## src/hw/rtl/rdmc_pkg.sv

```systemverilog
`default_nettype none

package rdmc_pkg;

   localparam int unsigned TIMEOUT_WIDTH = 16;
   localparam int unsigned CODE_WIDTH    = 5;
   localparam int unsigned POWER_WIDTH   = 8;
   localparam int unsigned CSR_INDEX_WIDTH = 3;
   localparam int unsigned CSR_DATA_WIDTH  = 16;

   // register indexes of the configuration port
   localparam logic [CSR_INDEX_WIDTH-1:0] CSR_SLEEP_TIMEOUT = 3'd0;
   localparam logic [CSR_INDEX_WIDTH-1:0] CSR_IDLE_TIMEOUT  = 3'd1;
   localparam logic [CSR_INDEX_WIDTH-1:0] CSR_UPDATE_CODE   = 3'd2;
   localparam logic [CSR_INDEX_WIDTH-1:0] CSR_SPEED_LEFT    = 3'd3;
   localparam logic [CSR_INDEX_WIDTH-1:0] CSR_SPEED_RIGHT   = 3'd4;

   localparam logic [TIMEOUT_WIDTH-1:0] SLEEP_TIMEOUT_RESET = 16'd5000;
   localparam logic [TIMEOUT_WIDTH-1:0] IDLE_TIMEOUT_RESET  = 16'd40000;
   localparam logic [CODE_WIDTH-1:0]    UPDATE_CODE_RESET   = 5'd0;
   localparam logic [CODE_WIDTH-1:0]    SPEED_LEFT_RESET    = 5'd1;
   localparam logic [CODE_WIDTH-1:0]    SPEED_RIGHT_RESET   = 5'd2;

   localparam logic [TIMEOUT_WIDTH-1:0] ELAPSED_MAX = '1;

   localparam logic ACTION_TICK    = 1'b0;
   localparam logic ACTION_COMMAND = 1'b1;

   localparam logic [1:0] MODE_CODE_IDLE  = 2'd0;
   localparam logic [1:0] MODE_CODE_SLEEP = 2'd1;
   localparam logic [1:0] MODE_CODE_DRIVE = 2'd2;

   localparam logic [1:0] DIR_FREE    = 2'd0;
   localparam logic [1:0] DIR_FORWARD = 2'd1;
   localparam logic [1:0] DIR_REVERSE = 2'd2;

   typedef enum logic [2:0] {
      STATE_IDLE  = 3'b001,
      STATE_SLEEP = 3'b010,
      STATE_DRIVE = 3'b100
   } mode_type;

   typedef struct packed {
      logic                          action;
      logic [CODE_WIDTH-1:0]         command_code;
      logic signed [POWER_WIDTH-1:0] command_value;
   } item_type;

   typedef struct packed {
      logic [TIMEOUT_WIDTH-1:0] sleep_timeout_ms;
      logic [TIMEOUT_WIDTH-1:0] idle_timeout_ms;
      logic [CODE_WIDTH-1:0]    update_code;
      logic [CODE_WIDTH-1:0]    speed_left_code;
      logic [CODE_WIDTH-1:0]    speed_right_code;
   } cfg_type;

   typedef struct packed {
      logic [1:0]             mode;
      logic [1:0]             left_direction;
      logic [1:0]             right_direction;
      logic [POWER_WIDTH-1:0] left_duty;
      logic [POWER_WIDTH-1:0] right_duty;
      logic                   report_request;
   } result_type;

   function automatic logic [1:0] mode_code(input mode_type m);
      logic [1:0] code;
      unique case (m)
         STATE_IDLE:  code = MODE_CODE_IDLE;
         STATE_SLEEP: code = MODE_CODE_SLEEP;
         STATE_DRIVE: code = MODE_CODE_DRIVE;
         default:     code = MODE_CODE_IDLE;
      endcase
      return code;
   endfunction

   function automatic logic [1:0] direction_of(input logic signed [POWER_WIDTH-1:0] p);
      logic [1:0] dir;
      if (p == '0) begin
         dir = DIR_FREE;
      end else if (p[POWER_WIDTH-1]) begin
         dir = DIR_REVERSE;
      end else begin
         dir = DIR_FORWARD;
      end
      return dir;
   endfunction

   // twice the magnitude; the most negative power saturates to all ones
   function automatic logic [POWER_WIDTH-1:0] duty_of(input logic signed [POWER_WIDTH-1:0] p);
      logic [POWER_WIDTH-1:0] mag;
      logic [POWER_WIDTH-1:0] duty;
      mag = p[POWER_WIDTH-1] ? (~p + 1'b1) : p;
      if (mag[POWER_WIDTH-1]) begin
         duty = '1;
      end else begin
         duty = {mag[POWER_WIDTH-2:0], 1'b0};
      end
      return duty;
   endfunction

endpackage

`default_nettype wire

```

## src/hw/rtl/rdmc_if.sv

```systemverilog
`default_nettype none

interface rdmc_req_if
   import rdmc_pkg::*;
();
   logic                          valid;
   logic                          ready;
   logic                          action;
   logic [CODE_WIDTH-1:0]         command_code;
   logic signed [POWER_WIDTH-1:0] command_value;

   modport source (output valid, output action, output command_code,
                   output command_value, input ready);
   modport sink   (input valid, input action, input command_code,
                   input command_value, output ready);
endinterface

interface rdmc_rsp_if
   import rdmc_pkg::*;
();
   logic                   valid;
   logic                   ready;
   logic [1:0]             mode;
   logic [1:0]             left_direction;
   logic [1:0]             right_direction;
   logic [POWER_WIDTH-1:0] left_duty;
   logic [POWER_WIDTH-1:0] right_duty;
   logic                   report_request;

   modport source (output valid, output mode, output left_direction,
                   output right_direction, output left_duty, output right_duty,
                   output report_request, input ready);
   modport sink   (input valid, input mode, input left_direction,
                   input right_direction, input left_duty, input right_duty,
                   input report_request, output ready);
endinterface

`default_nettype wire

```

## src/hw/rtl/rdmc_csr.sv

```systemverilog
`default_nettype none

module rdmc_csr
   import rdmc_pkg::*;
(
   input  wire logic                       clock,
   input  wire logic                       reset,
   input  wire logic                       csr_we,
   input  wire logic [CSR_INDEX_WIDTH-1:0] csr_index,
   input  wire logic [CSR_DATA_WIDTH-1:0]  csr_wdata,
   output cfg_type                         cfg
);

   cfg_type cfg_ff;
   cfg_type cfg_in;

   always_comb begin
      cfg_in = cfg_ff;
      if (csr_we) begin
         unique case (csr_index)
            CSR_SLEEP_TIMEOUT: cfg_in.sleep_timeout_ms = csr_wdata[TIMEOUT_WIDTH-1:0];
            CSR_IDLE_TIMEOUT:  cfg_in.idle_timeout_ms  = csr_wdata[TIMEOUT_WIDTH-1:0];
            CSR_UPDATE_CODE:   cfg_in.update_code      = csr_wdata[CODE_WIDTH-1:0];
            CSR_SPEED_LEFT:    cfg_in.speed_left_code  = csr_wdata[CODE_WIDTH-1:0];
            CSR_SPEED_RIGHT:   cfg_in.speed_right_code = csr_wdata[CODE_WIDTH-1:0];
            default: ;  // drop writes to unused indexes
         endcase
      end
   end

   always_ff @(posedge clock) begin
      if (reset) begin
         cfg_ff.sleep_timeout_ms <= SLEEP_TIMEOUT_RESET;
         cfg_ff.idle_timeout_ms  <= IDLE_TIMEOUT_RESET;
         cfg_ff.update_code      <= UPDATE_CODE_RESET;
         cfg_ff.speed_left_code  <= SPEED_LEFT_RESET;
         cfg_ff.speed_right_code <= SPEED_RIGHT_RESET;
      end else begin
         cfg_ff <= cfg_in;
      end
   end

   assign cfg = cfg_ff;

endmodule

`default_nettype wire

```

## src/hw/rtl/rdmc_core.sv

```systemverilog
`default_nettype none

module rdmc_core
   import rdmc_pkg::*;
(
   input  wire logic     clock,
   input  wire logic     reset,
   input  wire logic     enable,
   input  wire item_type item,
   input  wire cfg_type  cfg,
   output result_type    result
);

   mode_type                      mode_ff, mode_in;
   logic signed [POWER_WIDTH-1:0] left_power_ff, left_power_in;
   logic signed [POWER_WIDTH-1:0] right_power_ff, right_power_in;
   logic signed [POWER_WIDTH-1:0] applied_left_ff, applied_left_in;
   logic signed [POWER_WIDTH-1:0] applied_right_ff, applied_right_in;
   logic [TIMEOUT_WIDTH-1:0]      elapsed_ff, elapsed_in;
   logic                          report;

   always_comb begin
      mode_in          = mode_ff;
      left_power_in    = left_power_ff;
      right_power_in   = right_power_ff;
      applied_left_in  = applied_left_ff;
      applied_right_in = applied_right_ff;
      elapsed_in       = elapsed_ff;
      report           = 1'b0;

      // update wins over speed-left, which wins over speed-right
      if (item.action == ACTION_TICK) begin
         if (elapsed_ff != ELAPSED_MAX) begin
            elapsed_in = elapsed_ff + 1'b1;
         end
      end else if (item.command_code == cfg.update_code) begin
         elapsed_in = '0;
         report     = 1'b1;
         if (mode_ff == STATE_SLEEP) begin
            applied_left_in  = left_power_ff;
            applied_right_in = right_power_ff;
            mode_in          = STATE_DRIVE;
         end
      end else if (item.command_code == cfg.speed_left_code) begin
         left_power_in = item.command_value;
      end else if (item.command_code == cfg.speed_right_code) begin
         right_power_in   = item.command_value;
         applied_left_in  = left_power_ff;
         applied_right_in = item.command_value;
         mode_in          = STATE_DRIVE;
      end

      // timeout check runs on the state left by the action
      if (mode_in == STATE_DRIVE) begin
         if (elapsed_in > cfg.idle_timeout_ms) begin
            applied_left_in  = '0;
            applied_right_in = '0;
            mode_in          = STATE_IDLE;
         end else if (elapsed_in > cfg.sleep_timeout_ms) begin
            applied_left_in  = '0;
            applied_right_in = '0;
            mode_in          = STATE_SLEEP;
         end
      end
   end

   always_comb begin
      result.mode            = mode_code(mode_in);
      result.left_direction  = direction_of(applied_left_in);
      result.right_direction = direction_of(applied_right_in);
      result.left_duty       = duty_of(applied_left_in);
      result.right_duty      = duty_of(applied_right_in);
      result.report_request  = report;
   end

   always_ff @(posedge clock) begin
      if (reset) begin
         mode_ff          <= STATE_IDLE;
         left_power_ff    <= '0;
         right_power_ff   <= '0;
         applied_left_ff  <= '0;
         applied_right_ff <= '0;
         elapsed_ff       <= '0;
      end else if (enable) begin
         mode_ff          <= mode_in;
         left_power_ff    <= left_power_in;
         right_power_ff   <= right_power_in;
         applied_left_ff  <= applied_left_in;
         applied_right_ff <= applied_right_in;
         elapsed_ff       <= elapsed_in;
      end
   end

   // motors are stopped whenever the block is not driving
   a_stopped_off_drive: assert property (@(posedge clock) disable iff (reset)
      (mode_ff != STATE_DRIVE) |-> (applied_left_ff == '0 && applied_right_ff == '0))
      else $error("motors applied outside drive mode");

   a_update_clears_timer: assert property (@(posedge clock) disable iff (reset)
      (enable && item.action == ACTION_COMMAND && item.command_code == cfg.update_code)
      |=> (elapsed_ff == '0))
      else $error("update command did not clear the timer");

   a_tick_counts: assert property (@(posedge clock) disable iff (reset)
      (enable && item.action == ACTION_TICK && elapsed_ff != ELAPSED_MAX)
      |=> (elapsed_ff == $past(elapsed_ff) + 16'd1))
      else $error("tick did not advance the timer");

   a_report_only_on_update: assert property (@(posedge clock) disable iff (reset)
      report |-> (item.action == ACTION_COMMAND && item.command_code == cfg.update_code))
      else $error("report raised without an update command");

endmodule

`default_nettype wire

```

## src/hw/rtl/remote_drive_mode_controller_unit.sv

```systemverilog
`default_nettype none

// Remote drive mode controller.
// The req channel carries one item per millisecond tick or per received
// remote command (action, command_code, command_value). Every accepted item
// produces exactly one item on the rsp channel: the drive mode and the
// direction and duty of both motors after the item, plus a report request
// flag that is high only for an update command.
// The csr port writes the timeouts and the command codes; the user must write
// registers only while no item is in flight, as the block does not enforce it.
// An accepted item is held in the input register. When the result register
// is free or rsp is ready, the core updates the mode state and the result
// is loaded into the result register, which drives rsp. One item per cycle
// is sustained while rsp does not stall.
// When rsp stalls, the result register holds and the input register still
// takes one more item; req.ready drops only once both registers are full.
// Reset clears the pipeline valids, the mode (idle), stored powers, the
// timer and the configuration to its defaults.

module remote_drive_mode_controller_unit
   import rdmc_pkg::*;
(
   input  wire logic                       clock,
   input  wire logic                       reset,
   rdmc_req_if.sink                        req,
   rdmc_rsp_if.source                      rsp,
   input  wire logic                       csr_we,
   input  wire logic [CSR_INDEX_WIDTH-1:0] csr_index,
   input  wire logic [CSR_DATA_WIDTH-1:0]  csr_wdata
);

   cfg_type    cfg;
   item_type   item_ff, item_in;
   logic       item_valid_ff, item_valid_in;
   result_type result;
   result_type result_ff;
   logic       result_valid_ff, result_valid_in;
   logic       advance;
   logic       accept;

   rdmc_csr u_csr (
      .clock     (clock),
      .reset     (reset),
      .csr_we    (csr_we),
      .csr_index (csr_index),
      .csr_wdata (csr_wdata),
      .cfg       (cfg)
   );

   rdmc_core u_core (
      .clock  (clock),
      .reset  (reset),
      .enable (advance),
      .item   (item_ff),
      .cfg    (cfg),
      .result (result)
   );

   // move the held item into the result register when that register frees up
   assign advance   = item_valid_ff && (!result_valid_ff || rsp.ready);
   assign req.ready = !item_valid_ff || advance;
   assign accept    = req.valid && req.ready;

   always_comb begin
      item_in               = item_ff;
      item_valid_in         = item_valid_ff;
      result_valid_in       = result_valid_ff;
      if (accept) begin
         item_in.action        = req.action;
         item_in.command_code  = req.command_code;
         item_in.command_value = req.command_value;
         item_valid_in         = 1'b1;
      end else if (advance) begin
         item_valid_in         = 1'b0;
      end
      if (advance) begin
         result_valid_in = 1'b1;
      end else if (rsp.ready) begin
         result_valid_in = 1'b0;
      end
   end

   always_ff @(posedge clock) begin
      if (reset) begin
         item_valid_ff   <= 1'b0;
         result_valid_ff <= 1'b0;
      end else begin
         item_valid_ff   <= item_valid_in;
         result_valid_ff <= result_valid_in;
      end
   end

   always_ff @(posedge clock) begin
      item_ff <= item_in;
      if (advance) begin
         result_ff <= result;
      end
   end

   assign rsp.valid           = result_valid_ff;
   assign rsp.mode            = result_ff.mode;
   assign rsp.left_direction  = result_ff.left_direction;
   assign rsp.right_direction = result_ff.right_direction;
   assign rsp.left_duty       = result_ff.left_duty;
   assign rsp.right_duty      = result_ff.right_duty;
   assign rsp.report_request  = result_ff.report_request;

endmodule

`default_nettype wire
```

## src/flat_wrapper.sv

```systemverilog
// flat-port wrapper written by rule: the top's interface ports become plain ports
module remote_drive_mode_controller_unit_flat import rdmc_pkg::*;
  (clock, reset, csr_we, csr_index, csr_wdata, req_valid, req_action, req_command_code, req_command_value, req_ready, rsp_valid, rsp_mode, rsp_left_direction, rsp_right_direction, rsp_left_duty, rsp_right_duty, rsp_report_request, rsp_ready);
  rdmc_req_if req_i ();
  rdmc_rsp_if rsp_i ();
  input  wire logic clock;
  input  wire logic reset;
  input  wire logic csr_we;
  input  wire logic [CSR_INDEX_WIDTH-1:0] csr_index;
  input  wire logic [CSR_DATA_WIDTH-1:0] csr_wdata;
  input wire logic [$bits(req_i.valid)-1:0] req_valid;
  input wire logic [$bits(req_i.action)-1:0] req_action;
  input wire logic [$bits(req_i.command_code)-1:0] req_command_code;
  input wire logic [$bits(req_i.command_value)-1:0] req_command_value;
  output wire logic [$bits(req_i.ready)-1:0] req_ready;
  output wire logic [$bits(rsp_i.valid)-1:0] rsp_valid;
  output wire logic [$bits(rsp_i.mode)-1:0] rsp_mode;
  output wire logic [$bits(rsp_i.left_direction)-1:0] rsp_left_direction;
  output wire logic [$bits(rsp_i.right_direction)-1:0] rsp_right_direction;
  output wire logic [$bits(rsp_i.left_duty)-1:0] rsp_left_duty;
  output wire logic [$bits(rsp_i.right_duty)-1:0] rsp_right_duty;
  output wire logic [$bits(rsp_i.report_request)-1:0] rsp_report_request;
  input wire logic [$bits(rsp_i.ready)-1:0] rsp_ready;
  assign req_i.valid = req_valid;
  assign req_i.action = req_action;
  assign req_i.command_code = req_command_code;
  assign req_i.command_value = req_command_value;
  assign req_ready = req_i.ready;
  assign rsp_valid = rsp_i.valid;
  assign rsp_mode = rsp_i.mode;
  assign rsp_left_direction = rsp_i.left_direction;
  assign rsp_right_direction = rsp_i.right_direction;
  assign rsp_left_duty = rsp_i.left_duty;
  assign rsp_right_duty = rsp_i.right_duty;
  assign rsp_report_request = rsp_i.report_request;
  assign rsp_i.ready = rsp_ready;
  remote_drive_mode_controller_unit u_core (.clock(clock), .reset(reset), .req(req_i), .rsp(rsp_i), .csr_we(csr_we), .csr_index(csr_index), .csr_wdata(csr_wdata));
endmodule
```

## config.mk

```make
export PLATFORM = sky130hd
export DESIGN_NAME = remote_drive_mode_controller_unit_flat
export DESIGN_NICKNAME = d
export VERILOG_FILES = /design/src/hw/rtl/rdmc_pkg.sv /design/src/hw/rtl/rdmc_if.sv /design/src/hw/rtl/rdmc_csr.sv /design/src/hw/rtl/rdmc_core.sv /design/src/hw/rtl/remote_drive_mode_controller_unit.sv /design/src/flat_wrapper.sv
export SDC_FILE = /design/constraint.sdc
export NUM_CORES = 1
export LEC_CHECK = 0
export ABC_CLOCK_PERIOD_IN_PS = 4910
export BUFFER_PORTS_ARGS = -buffer_cell sky130_fd_sc_hd__buf_2
export CAP_MARGIN = 10
export CORE_ASPECT_RATIO = 1.1
export CORE_MARGIN = 4
export CORE_UTILIZATION = 60
export DETAILED_ROUTE_END_ITERATION = 12
export HOLD_SLACK_MARGIN = 0.03
export PLACE_DENSITY = 0.91
export SLEW_MARGIN = 25
export SYNTH_ARGS = -nofsm -noshare
export SYNTH_HDL_FRONTEND = slang
export SYNTH_SLANG_ARGS = --single-unit
```

## constraint.sdc

```tcl
create_clock -name clock -period 4.91 [get_ports clock]
set_input_delay 0.7365 -clock clock [delete_from_list [all_inputs] [get_ports clock]]
set_output_delay 0.7365 -clock clock [all_outputs]
set_load 0.005 [all_outputs]
```

# --- After elaboration in Yosys (flattened, before gate mapping) ---
# Index checks and enable logic that the tools add are counted.
totals:
  reg_bits: 137
  in_bits: 38
  out_inout_bits: 25
op_classes:
  add_sub_neg: 3
  n_lt_le_gt_ge: 2
  n_eq_ne: 12
  mux: 39
  bitwise_logic: 4
  reduce_logical: 18
ops:
  columns: ["op", "n"]
  rows:
  - ["8-bit 2-to-1 mux", 18]
  - ["16-bit 2-to-1 mux", 3]
  - ["16-bit > comparator", 2]
  - ["3-bit 2-to-1 mux", 8]
  - ["16-bit by 1-bit adder with 16-bit output, second input constant", 1]
  - ["8-bit by 1-bit adder with 8-bit output, second input constant", 2]
  - ["8-bit zero test", 2]
  - ["16-bit inequality test, second input constant", 1]
  - ["8-bit inverter", 2]
  - ["5-bit == test", 3]
  - ["3-bit by 2-bit == test with 1-bit output, second input constant", 4]
  - ["2-bit AND reduction", 5]
  - ["3-bit == test, second input constant", 3]
  - ["1-bit 2-to-1 mux", 7]
  - ["5-bit AND reduction", 1]
  - ["2-bit 2-to-1 mux", 2]
  - ["2-bit case mux with 2 select lines", 1]
  - ["4-bit AND reduction", 1]
  - ["2-bit nonzero test", 2]
  - ["3-bit by 1-bit == test with 1-bit output, second input constant", 1]
  - ["3-bit zero test", 1]
  - ["1-bit logical AND", 2]
  - ["1-bit zero test", 2]
  - ["1-bit logical OR", 2]
  - ["1-bit inverter", 2]

# --- Longest topological paths before layout ---
# Gate-level depths: netlist of the first run.
logic_depth:
  word_depth: 12
  mapped_depth: 21
  ltp_nobuf: 19

# --- Modules after synthesis ---
# A second synthesis of the first run with hierarchy kept.
hier_totals:
  hier_cells: 804
  hier_area_um2: 7394.6
modules_own_cells:
  columns: ["mod", "n_inst", "cells_per_inst", "area_each_um2", "seq_area_each_um2"]
  rows:
  - ["rdmc_core", 1, 569, 4227.8, 1021.0]
  - ["rdmc_csr", 1, 188, 1951.9, 940.9]
  - ["remote_drive_mode_controller_unit", 1, 47, 1214.9, 1151.1]

# --- Least setup slack after synthesis of the first run ---
# No wires, ideal clock.
synth_timing:
  path_kind: "register to register"
  startpoint: "register u_core.u_core.elapsed_ff[0]"
  endpoint: "register u_core.result_ff (netlist bit u_core.rsp.right_duty[5]), data pin"
  arrival_ps: 3965
  required_ps: 4642
  path_slack_ps: 677
  stages_incl_launch_ff: 21
  n_path_buf: 2
  path_cell_list: "dfxtp_1 ha_1 and4_1 clkbuf_1 a21oi_2 nor2b_1 nand2_1 mux2i_1 ha_1 a21o_1 nand3_1 a21oi_1 a211oi_1 a21oi_1 o22ai_1 clkbuf_1 nand2_1 ha_1 a21boi_0 xnor2_1 o21ai_0"
synth_between:
  elab_chain_cells: 10
synth_rtl:
  columns: ["item", "line", "text"]
  rows:
  - ["start: declaration", "rdmc_core.sv:19", "logic [TIMEOUT_WIDTH-1:0] elapsed_ff, elapsed_in;"]
  - ["start signal: assignment", "rdmc_core.sv:90", "elapsed_ff <= elapsed_in;"]
  - ["16-bit by 1-bit adder with 16-bit output / 16-bit inequality test (equally long branches)", "rdmc_core.sv:34, rdmc_core.sv:33", null]
  - ["16-bit 2-to-1 mux (*)", "rdmc_core.sv:33", "if (elapsed_ff != ELAPSED_MAX) begin"]
  - ["16-bit 2-to-1 mux (*)", "rdmc_core.sv:32", "if (item.action == ACTION_TICK) begin"]
  - ["net u_core.u_core.elapsed_in[9]", "rdmc_core.sv:19", null]
  - ["16-bit > comparator", "rdmc_core.sv:59", "end else if (elapsed_in > cfg.sleep_timeout_ms) begin"]
  - ["8-bit 2-to-1 mux", "rdmc_core.sv:59", null]
  - ["8-bit 2-to-1 mux (*)", "rdmc_core.sv:55", "if (elapsed_in > cfg.idle_timeout_ms) begin"]
  - ["8-bit 2-to-1 mux (*)", "rdmc_core.sv:54", "if (mode_in == STATE_DRIVE) begin"]
  - ["8-bit inverter", "rdmc_pkg.sv:93", "mag = p[POWER_WIDTH-1] ? (~p + 1'b1) : p;"]
  - ["8-bit by 1-bit adder with 8-bit output", "rdmc_pkg.sv:93", null]
  - ["8-bit 2-to-1 mux (*)", "rdmc_pkg.sv:93", null]
  - ["end signal: assignment", "remote_drive_mode_controller_unit.sv:96", "result_ff <= result;"]
  - ["end: declaration", "remote_drive_mode_controller_unit.sv:36", "result_type result_ff;"]
# Mark *: on every way through the listed nets, which the timed path passes. The rest lies on a longest branch.
# A chain may end at the register's enable or synchronous reset.

# --- Final worst setup path of the first run ---
layout_timing:
  startpoint: "register u_core.u_core.elapsed_ff[0]"
  endpoint: "register u_core.result_ff (netlist bit u_core.rsp.left_duty[7]), data pin"
# The elaborated chain is that of the path after synthesis.

==> results of run 1 <==
-- stage by stage --
stage | hold WS (ns) | instances | setup WS, ns | cell area (um2) | utilization (%)
floorplan | 0.432 | 778 | 0.677 | 6940 | -
global placement | 0.438 | 962 | 0.454 | 7370 | 66.3
detailed placement | 0.446 | 962 | 0.263 | 7370 | 66.4
CTS | 0.454 | 994 | 0.150 | 7990 | 71.9
global route | 0.478 | 996 | 0.0233 | 8030 | 72.3
finish | 0.454 | 996 | 0.262 | 8030 | 72.3
-- layout make-up --
type / count / area [um2] / share of cell area (%)
timing repair buffer: 73 / 390 / 4.86
tap: 147 / 184 / 2.29
sequential: 137 / 3110 / 38.8
inverter: 36 / 135 / 1.68
clock inverter: 11 / 173 / 2.15
clock buffer: 21 / 440 / 5.48
multi-input combinational: 571 / 3600 / 44.8
-- cells in the final DEF (no fill, tap or decap), types with 5 or more instances in the layout --
cell,instances
a211o_1,13
a211oi_1,6
a21o_1,5
a21oi_1,82
a22oi_1,9
and2_1,9
and3_1,7
buf_2,62
buf_4,10
clkbuf_16,17
dfxtp_1,100
edfxtp_1,37
ha_1,35
inv_1,35
mux2i_1,39
nand2_1,133
nand3_1,24
nand4_1,10
nor2_1,74
nor2b_1,8
nor3_1,14
nor4_1,5
o21ai_0,13
xnor2_1,9
xor2_1,9
-- worst reg2reg max path, delay by kind of cell, from the launching register on --
kind | cells | cell delay, ns
AO/OA/AOI/OAI | 8 | 1.44
multiplexers | 1 | 0.17
flip-flops | 1 | 0.46
XOR/XNOR | 1 | 0.17
adder cells (fa/ha/maj) | 3 | 0.85
AND/OR/NAND/NOR | 4 | 1.30
-- worst max path at each step --
| stage | startpoint | end | slack [ns] | cells after the start |
|---|---|---|---|---|
| global route | u_core.u_core.elapsed_ff[0]$_SDFFE_PP0P_ | u_core.rsp.left_duty[7]$_SDFFCE_PP1P_ | 0.02 | 17 |
| detailed placement | u_core.u_core.elapsed_ff[0]$_SDFFE_PP0P_ | u_core.rsp.left_duty[7]$_SDFFCE_PP1P_ | 0.26 | 18 |
| finish | u_core.u_core.elapsed_ff[0]$_SDFFE_PP0P_ | u_core.rsp.left_duty[7]$_SDFFCE_PP1P_ | 0.26 | 17 |
| global placement | u_core.u_core.elapsed_ff[0]$_SDFFE_PP0P_ | u_core.rsp.left_duty[5]$_SDFFCE_PP1P_ | 0.45 | 18 |
| CTS | u_core.u_core.elapsed_ff[0]$_SDFFE_PP0P_ | u_core.rsp.left_duty[7]$_SDFFCE_PP1P_ | 0.15 | 18 |
| floorplan | u_core.u_core.elapsed_ff[0]$_SDFFE_PP0P_ | u_core.rsp.right_duty[5]$_SDFFCE_PP1P_ | 0.68 | 20 |
-- cells by family after synthesis --
| logic type | after synthesis | synth area share (%) |
|---|---|---|
| adders and majority gates | 35 | 6.31 |
| AOI/OAI and AO/OA | 161 | 14.9 |
| muxes | 40 | 5.77 |
| xor gates and xnor gates | 21 | 2.97 |
| buffers and inverters | 70 | 3.93 |
| DFF | 137 | 44.8 |
| and+or+nand+nor | 314 | 21.3 |
-- registers in the layout (all words and copies together), names as in the netlist --
name	flops
u_core.rsp.mode	2
u_core.item_ff	14
u_core.u_core.right_power_ff	8
u_core.rsp.right_duty	8
u_core.rsp.left_direction	2
u_core.rsp.report_request	1
u_core.item_valid_ff	1
u_core.rsp.valid	1
u_core.u_core.elapsed_ff	16
u_core.u_core.left_power_ff	8
u_core.u_core.applied_right_ff	8
u_core.u_core.applied_left_ff	8
u_core.u_core.mode_ff	3
u_core.u_csr.cfg	47
u_core.rsp.right_direction	2
u_core.rsp.left_duty	8
-- power breakdown --
group          internal, W  switching, W
registers          0.00119     0.0000226
clock network     0.000852      0.000484
logic            0.0000666      0.000109
-- what timing repair did --
| item | 4_1_cts | 5_1_grt |
|---|---|---|
| resized for setup | 0 | 6 |
| buffers inserted | 0 | 2 |
| setup endpoints to repair | 0 | 12 |
-- layer usage --
layer | vias to the layer above | wire [um]
met5 | - | 0
met4 | 0 | 416
met3 | 41 | 1180
met2 | 266 | 8150
met1 | 2753 | 6660
li1 | 2850 | -
==> summary.txt, run 1 <==
STA
  – Min Tclk post-route: 4.65 ns
  – Period utilization: 94.7%
  – Max Clock Skew: 0.00844 ns
  – Measured slew at the worst slew-check pin: 0.938 ns
  – Final-report max-slew violation count: 0
  – Count of final setup violators: 0
  – Setup TNS: 0 ns
  – Fmax: 215 MHz
  – RSZ-0062 raised after global routing: no
  – Slew HR: 37.0%
  – Endpoints failing hold: 0

Routing
  – DR WL/cell: 16.5 um
  – Starting DRT DRC Count: 543
  – Final WL: 16400 um
  – DR pass1 iterations: 6
  – DRC viols: 0
  – Antenna viol nets, final: 0
  – Vias per cell: 5.93
  – Routed vias: 5910

Logic synthesis
  – Area contributors post-synth: dfxtp_1, edfxtp_1, nand2_1, ha_1, a21oi_1
  – Synth unique cells: 63
  – Synth top cells by count: nand2_1, dfxtp_1, a21oi_1, nor2_1, mux2i_1
  – Leading area contributor after synthesis: dfxtp_1
  – #FFs+latches synth: 137
  – Top_reg_cell synth: dfxtp_1
  – Top-count cell post-synth: nand2_1
  – Synth top area share: 28.8%
  – Synthesized area per cell: 8.92 um2
  – Number of flops mapped to enable cells by yosys: 37
  – Async set or reset register ratio after synthesis: 0%
  – Post-synth net total: 851
  – YS warnings: 0
  – Area of the mapped netlist: 6940 um2
  – Post-synthesis sequential area ratio: 44.8%
  – Synth Instances: 778

Outcome
  – Status: complete, no violations

Clock tree
  – Post-CTS Hold Buffers: 0
  – Max Buffers Root-to-Sink: 2
  – CTS tree: yes
  – Clk slew on worst S/H paths: 0.06 ns
  – CTS Buf Count: 17
  – Clk_lat worst skew: 0.42 ns
  – CTS HTree Levels: 4
  – CTS Sinks: 137
  – CTS Root Cell: clkbuf_16

Pwr
  – Peak supply drop: 0.261 mV
  – Power Density: 339 nW/um2
  – Final Power: 0.00272 W
  – P_leak: 3.25 nW

Floorplan
  – Site Rows: 40
  – Core ar.: 11100 um2
  – Die area: 13400 um2
  – I/O Pins: 63
  – Initial Utilization: 62.5%
  – Die Span Y: 121 um
  – Die width: 111 um

Worst setup path
  – Worst path top cell family by delay: compound AO/OA/AOI/OAI gates
  – Setup Crit Path Kind: flop to flop
  – Peak fanout along the critical path: 9
  – Crit-path slowest cell: dfxtp_1
  – Reg2Reg Depth: 17
  – Flop2flop setup slack: 0.26 ns
  – CP arrival: 4.79 ns
  – Buf/Inv on CP: 0
  – Max incr delay on CP: 0.46 ns
  – Crit path cell chain: ha_1 -> and4_1 -> a21oi_4 -> mux2i_1 -> nor2_1 -> ha_1 -> nor2b_1 -> o211ai_1 -> a21oi_1 -> o31ai_1 -> a21o_1 -> a21oi_1 -> or2_2 -> ha_1 -> a21oi_1 -> xor2_1 -> o21ai_0
  – Kind of end point of the critical path: flop
  – Crit start category: flop
  – Critical Path RT: 5.05 ns
  – R2r startpoint: u_core.u_core.elapsed_ff[0]$_SDFFE_PP0P_
  – Worst r2r dst: u_core.rsp.left_duty[7]$_SDFFCE_PP1P_

Hold path
  – Worst Hold Depth: 2
  – WHS Endpoint: u_core.u_csr.cfg[24]$_SDFFE_PP0P_
  – Min-Delay Path Class: flop to flop
  – Hold Crit Start: u_core.u_csr.cfg[24]$_SDFFE_PP0P_

GRT
  – GR Overflow Total: 0
  – Largest net degree at the start of global routing: 56
  – Initial antenna violation count: 0
  – Met1 Use GR: 31.2%
  – GRT Total Usage: 24.5%
  – Global-route wire length before repair: 26900 um
  – Most Crowded Layer GR: met2
  – Met3 Use GR: 4.80%
  – Number of global-route vias before repair: 5578
  – Met2 Use GR: 41.4%

Cells and area
  – Share of cells above drive strength 1: 15.0%
  – Nets: 909
  – Area Growth Syn to Fin: 15.7%
  – Fillers: 792
  – # diodes: 0

Flow run
  – Maxcap violations: 0

Place
  – Routability cong.: 0.857
  – I/O Buffers: 62
  – Dpl hpwl: 10900 um
(Power assumes the default switching activity.)
==> run 2, diff against run 1 <==
--- a/config.mk
+++ b/config.mk
@@ -13,7 +13,7 @@
 export CORE_UTILIZATION = 60
 export DETAILED_ROUTE_END_ITERATION = 12
 export HOLD_SLACK_MARGIN = 0.03
-export PLACE_DENSITY = 0.91
+export PLACE_DENSITY = 0.8
 export SLEW_MARGIN = 25
 export SYNTH_ARGS = -nofsm -noshare
 export SYNTH_HDL_FRONTEND = slang
==> run 2 against run 1 <==
Net effect:
- hold slack improved by 0.0015 ns
- global-route usage increased by 0.14 points
- die area did not move
==> summary.txt, run 2 (same netlist as run 1, synthesis figures left out) <==
Outcome
  – Status: complete, no violations

STA
  – Max Clock Skew: 0.00814 ns (-0.000304 ns)
  – Endpoints failing hold: 0 (unchanged)
  – RSZ-0062 raised after global routing: no
  – Final-report max-slew violation count: 0 (unchanged)
  – Min Tclk post-route: 4.49 ns (-0.162 ns)
  – Hold WS: 0.455 ns (+0.00155 ns)
  – Period utilization: 91.4% (-3.3 points)
  – Measured slew at the worst slew-check pin: 0.859 ns (-0.0782 ns)
  – Count of final setup violators: 0 (unchanged)
  – Fmax: 223 MHz (+3.6%)
  – Setup TNS: 0 ns (unchanged)
  – Slew HR: 42.3% (+5.3 points)

Worst setup path
  – CP most frequent cell: ha_1
  – Max incr delay on CP: 0.38 ns (-0.08 ns)
  – Setup Crit Path Kind: flop to flop
  – Kind of end point of the critical path: flop
  – Reg2Reg Depth: 17 (unchanged)
  – Crit start category: flop
  – Worst Setup EP: u_core.rsp.right_duty[5]$_SDFFCE_PP1P_
  – CP Launch Point: u_core.u_core.elapsed_ff[0]$_SDFFE_PP0P_
  – Critical Path RT: 5.07 ns (+0.02 ns)
  – Crit-path slowest cell: o22ai_1
  – Worst path top cell family by delay: compound AO/OA/AOI/OAI gates
  – Buf/Inv on CP: 0 (unchanged)
  – R2r startpoint: u_core.u_core.elapsed_ff[0]$_SDFFE_PP0P_
  – Worst path depth: 17 (unchanged)
  – CP arrival: 4.65 ns (-0.14 ns)
  – Crit path cell chain: ha_1 -> and4_1 -> a21oi_4 -> nand2_1 -> nor2_1 -> mux2i_2 -> ha_1 -> a21oi_1 -> a21boi_0 -> o31ai_1 -> a21oi_1 -> o22ai_1 -> nand2_1 -> ha_1 -> a21boi_0 -> xnor2_1 -> o21ai_0
  – Flop2flop setup slack: 0.42 ns (+0.16 ns)
  – Worst r2r dst: u_core.rsp.right_duty[5]$_SDFFCE_PP1P_
  – Peak fanout along the critical path: 8 (-1)

Clock tree
  – CTS HTree Levels: 4 (unchanged)
  – CTS tree: yes
  – Clk slew on worst S/H paths: 0.06 ns (about the same)
  – CTS Sinks: 137 (unchanged)
  – Clk_lat worst skew: 0.42 ns (about the same)
  – CTS Buf Count: 17 (unchanged)
  – CTS Root Cell: clkbuf_16
  – Max Buffers Root-to-Sink: 2 (unchanged)

Pwr
  – P_leak: 3.24 nW (-0.23%)
  – Peak supply drop: 0.234 mV (-10%)
  – Power Density: 331 nW/um2 (-2.4%)

Cells and area
  – # diodes: 0 (unchanged)
  – Nets: 911 (+0.22%)
  – Most common cell after layout, fill and taps aside: nand2_1
  – Area Growth Syn to Fin: 15.4%
  – Share of cells above drive strength 1: 15.6% (+0.67 points)
  – Final Util: 72.1% (-0.17 points)
  – Commonest non-fill, non-tap cells in the layout: nand2_1, dfxtp_1, a21oi_1
  – Post-route cell area: 8010 um2 (-0.23%)
  – Max reg flops: 47 (unchanged)

GRT
  – GRT Total Usage: 24.7% (+0.14 points)
  – Global-route wire length before repair: 26800 um (-0.44%)
  – GR Overflow Total: 0 (unchanged)
  – Largest net degree at the start of global routing: 56 (unchanged)
  – Number of global-route vias before repair: 5686 (+1.9%)
  – Initial antenna violation count: 0 (unchanged)

Hold path
  – Min-Delay Path Class: flop to flop
  – Hold Crit Start: u_core.u_csr.cfg[24]$_SDFFE_PP0P_

Place
  – Dpl hpwl: 11700 um (+6.6%)
  – Placed Area: 7370 um2 (about the same)
  – Routability cong.: 0.889 (+3.7%)
  – I/O Buffers: 62 (unchanged)

Routing
  – DR WL/cell: 16.6 um (+1.1%)
  – Final WL: 16600 um (+1.3%)
  – Routed vias: 5907 (-0.051%)
  – Starting DRT DRC Count: 564 (+3.9%)
  – DRC viols: 0 (unchanged)
  – DR pass1 iterations: 5 (-1)
  – Vias per cell: 5.92 (-0.25%)
  – Antenna viol nets, final: 0 (unchanged)

Floorplan
  – Core ar.: 11100 um2 (unchanged)
  – I/O Pins: 63 (unchanged)
  – Die Span Y: 121 um (unchanged)
  – Initial Utilization: 62.5% (unchanged)
  – Site Rows: 40 (unchanged)
  – Die width: 111 um (unchanged)
  – Die area: 13400 um2 (unchanged)

Flow run
  – Maxcap violations: 0 (unchanged)
==> run 2: worst min path at each step <==
stage	endpoint	slack [ns]	cells after the start
after CTS	u_core.u_core.right_power_ff[1]$_SDFFE_PP0P_	0.46	2
after detailed placement	u_core.u_core.right_power_ff[1]$_SDFFE_PP0P_	0.45	2
final	u_core.u_csr.cfg[24]$_SDFFE_PP0P_	0.46	2
after global placement	u_core.u_core.right_power_ff[1]$_SDFFE_PP0P_	0.44	2
after global routing	u_core.u_csr.cfg[33]$_SDFFE_PP0P_	0.47	2
after floorplan	u_core.u_core.right_power_ff[1]$_SDFFE_PP0P_	0.43	2
==> run 2: timing repair <==
item                                    in CTS  in global routing
buffers inserted                             0                  3
hold buffers                                 0                  0
endpoints found under the setup margin       0                 13
gates resized for setup                      0                  6
==> run 2: area by class of cell <==
| class | count | area [um2] |
|---|---|---|
| Clock buffer | 19 | 443 |
| Inverter | 36 | 135 |
| Multi-Input combinational cell | 571 | 3580 |
| Clock inverter | 13 | 144 |
| Fill cell | 837 | 3100 |
| Sequential cell | 137 | 3110 |
| Timing Repair Buffer | 75 | 410 |
| Tap cell | 147 | 184 |
==> run 2: where the power goes <==
group          switching (W)  internal, W
sequential         0.0000230      0.00119
combinational       0.000109    0.0000661
clock               0.000498     0.000765
total               0.000631      0.00202
==> run 2: layer usage <==
layer | wire [um] | GRT usage [%]
met5 | 0 | 0
met4 | 360 | 9.78
met3 | 913 | 4.40
met2 | 8110 | 42.4
met1 | 7230 | 30.9
==> run 2: metrics by stage <==
stage / cells / setup WS, ns / power (W)
4_1_cts: 995 / 0.199 / 0.00265
6_report: 998 / 0.424 / 0.00265
5_1_grt: 998 / 0.0709 / 0.00274
3_5_place_dp: 963 / 0.284 / 0.00140
2_1_floorplan: 778 / 0.677 / 0.00134
3_3_place_gp: 963 / 0.455 / 0.00140
==> run 2: worst min-delay path, delay by kind of cell (launching register included) <==
kind / cells / cell delay, ns
and+or+nand+nor: 1 / 0.05
DFF: 1 / 0.31
AOI/OAI and AO/OA: 1 / 0.05
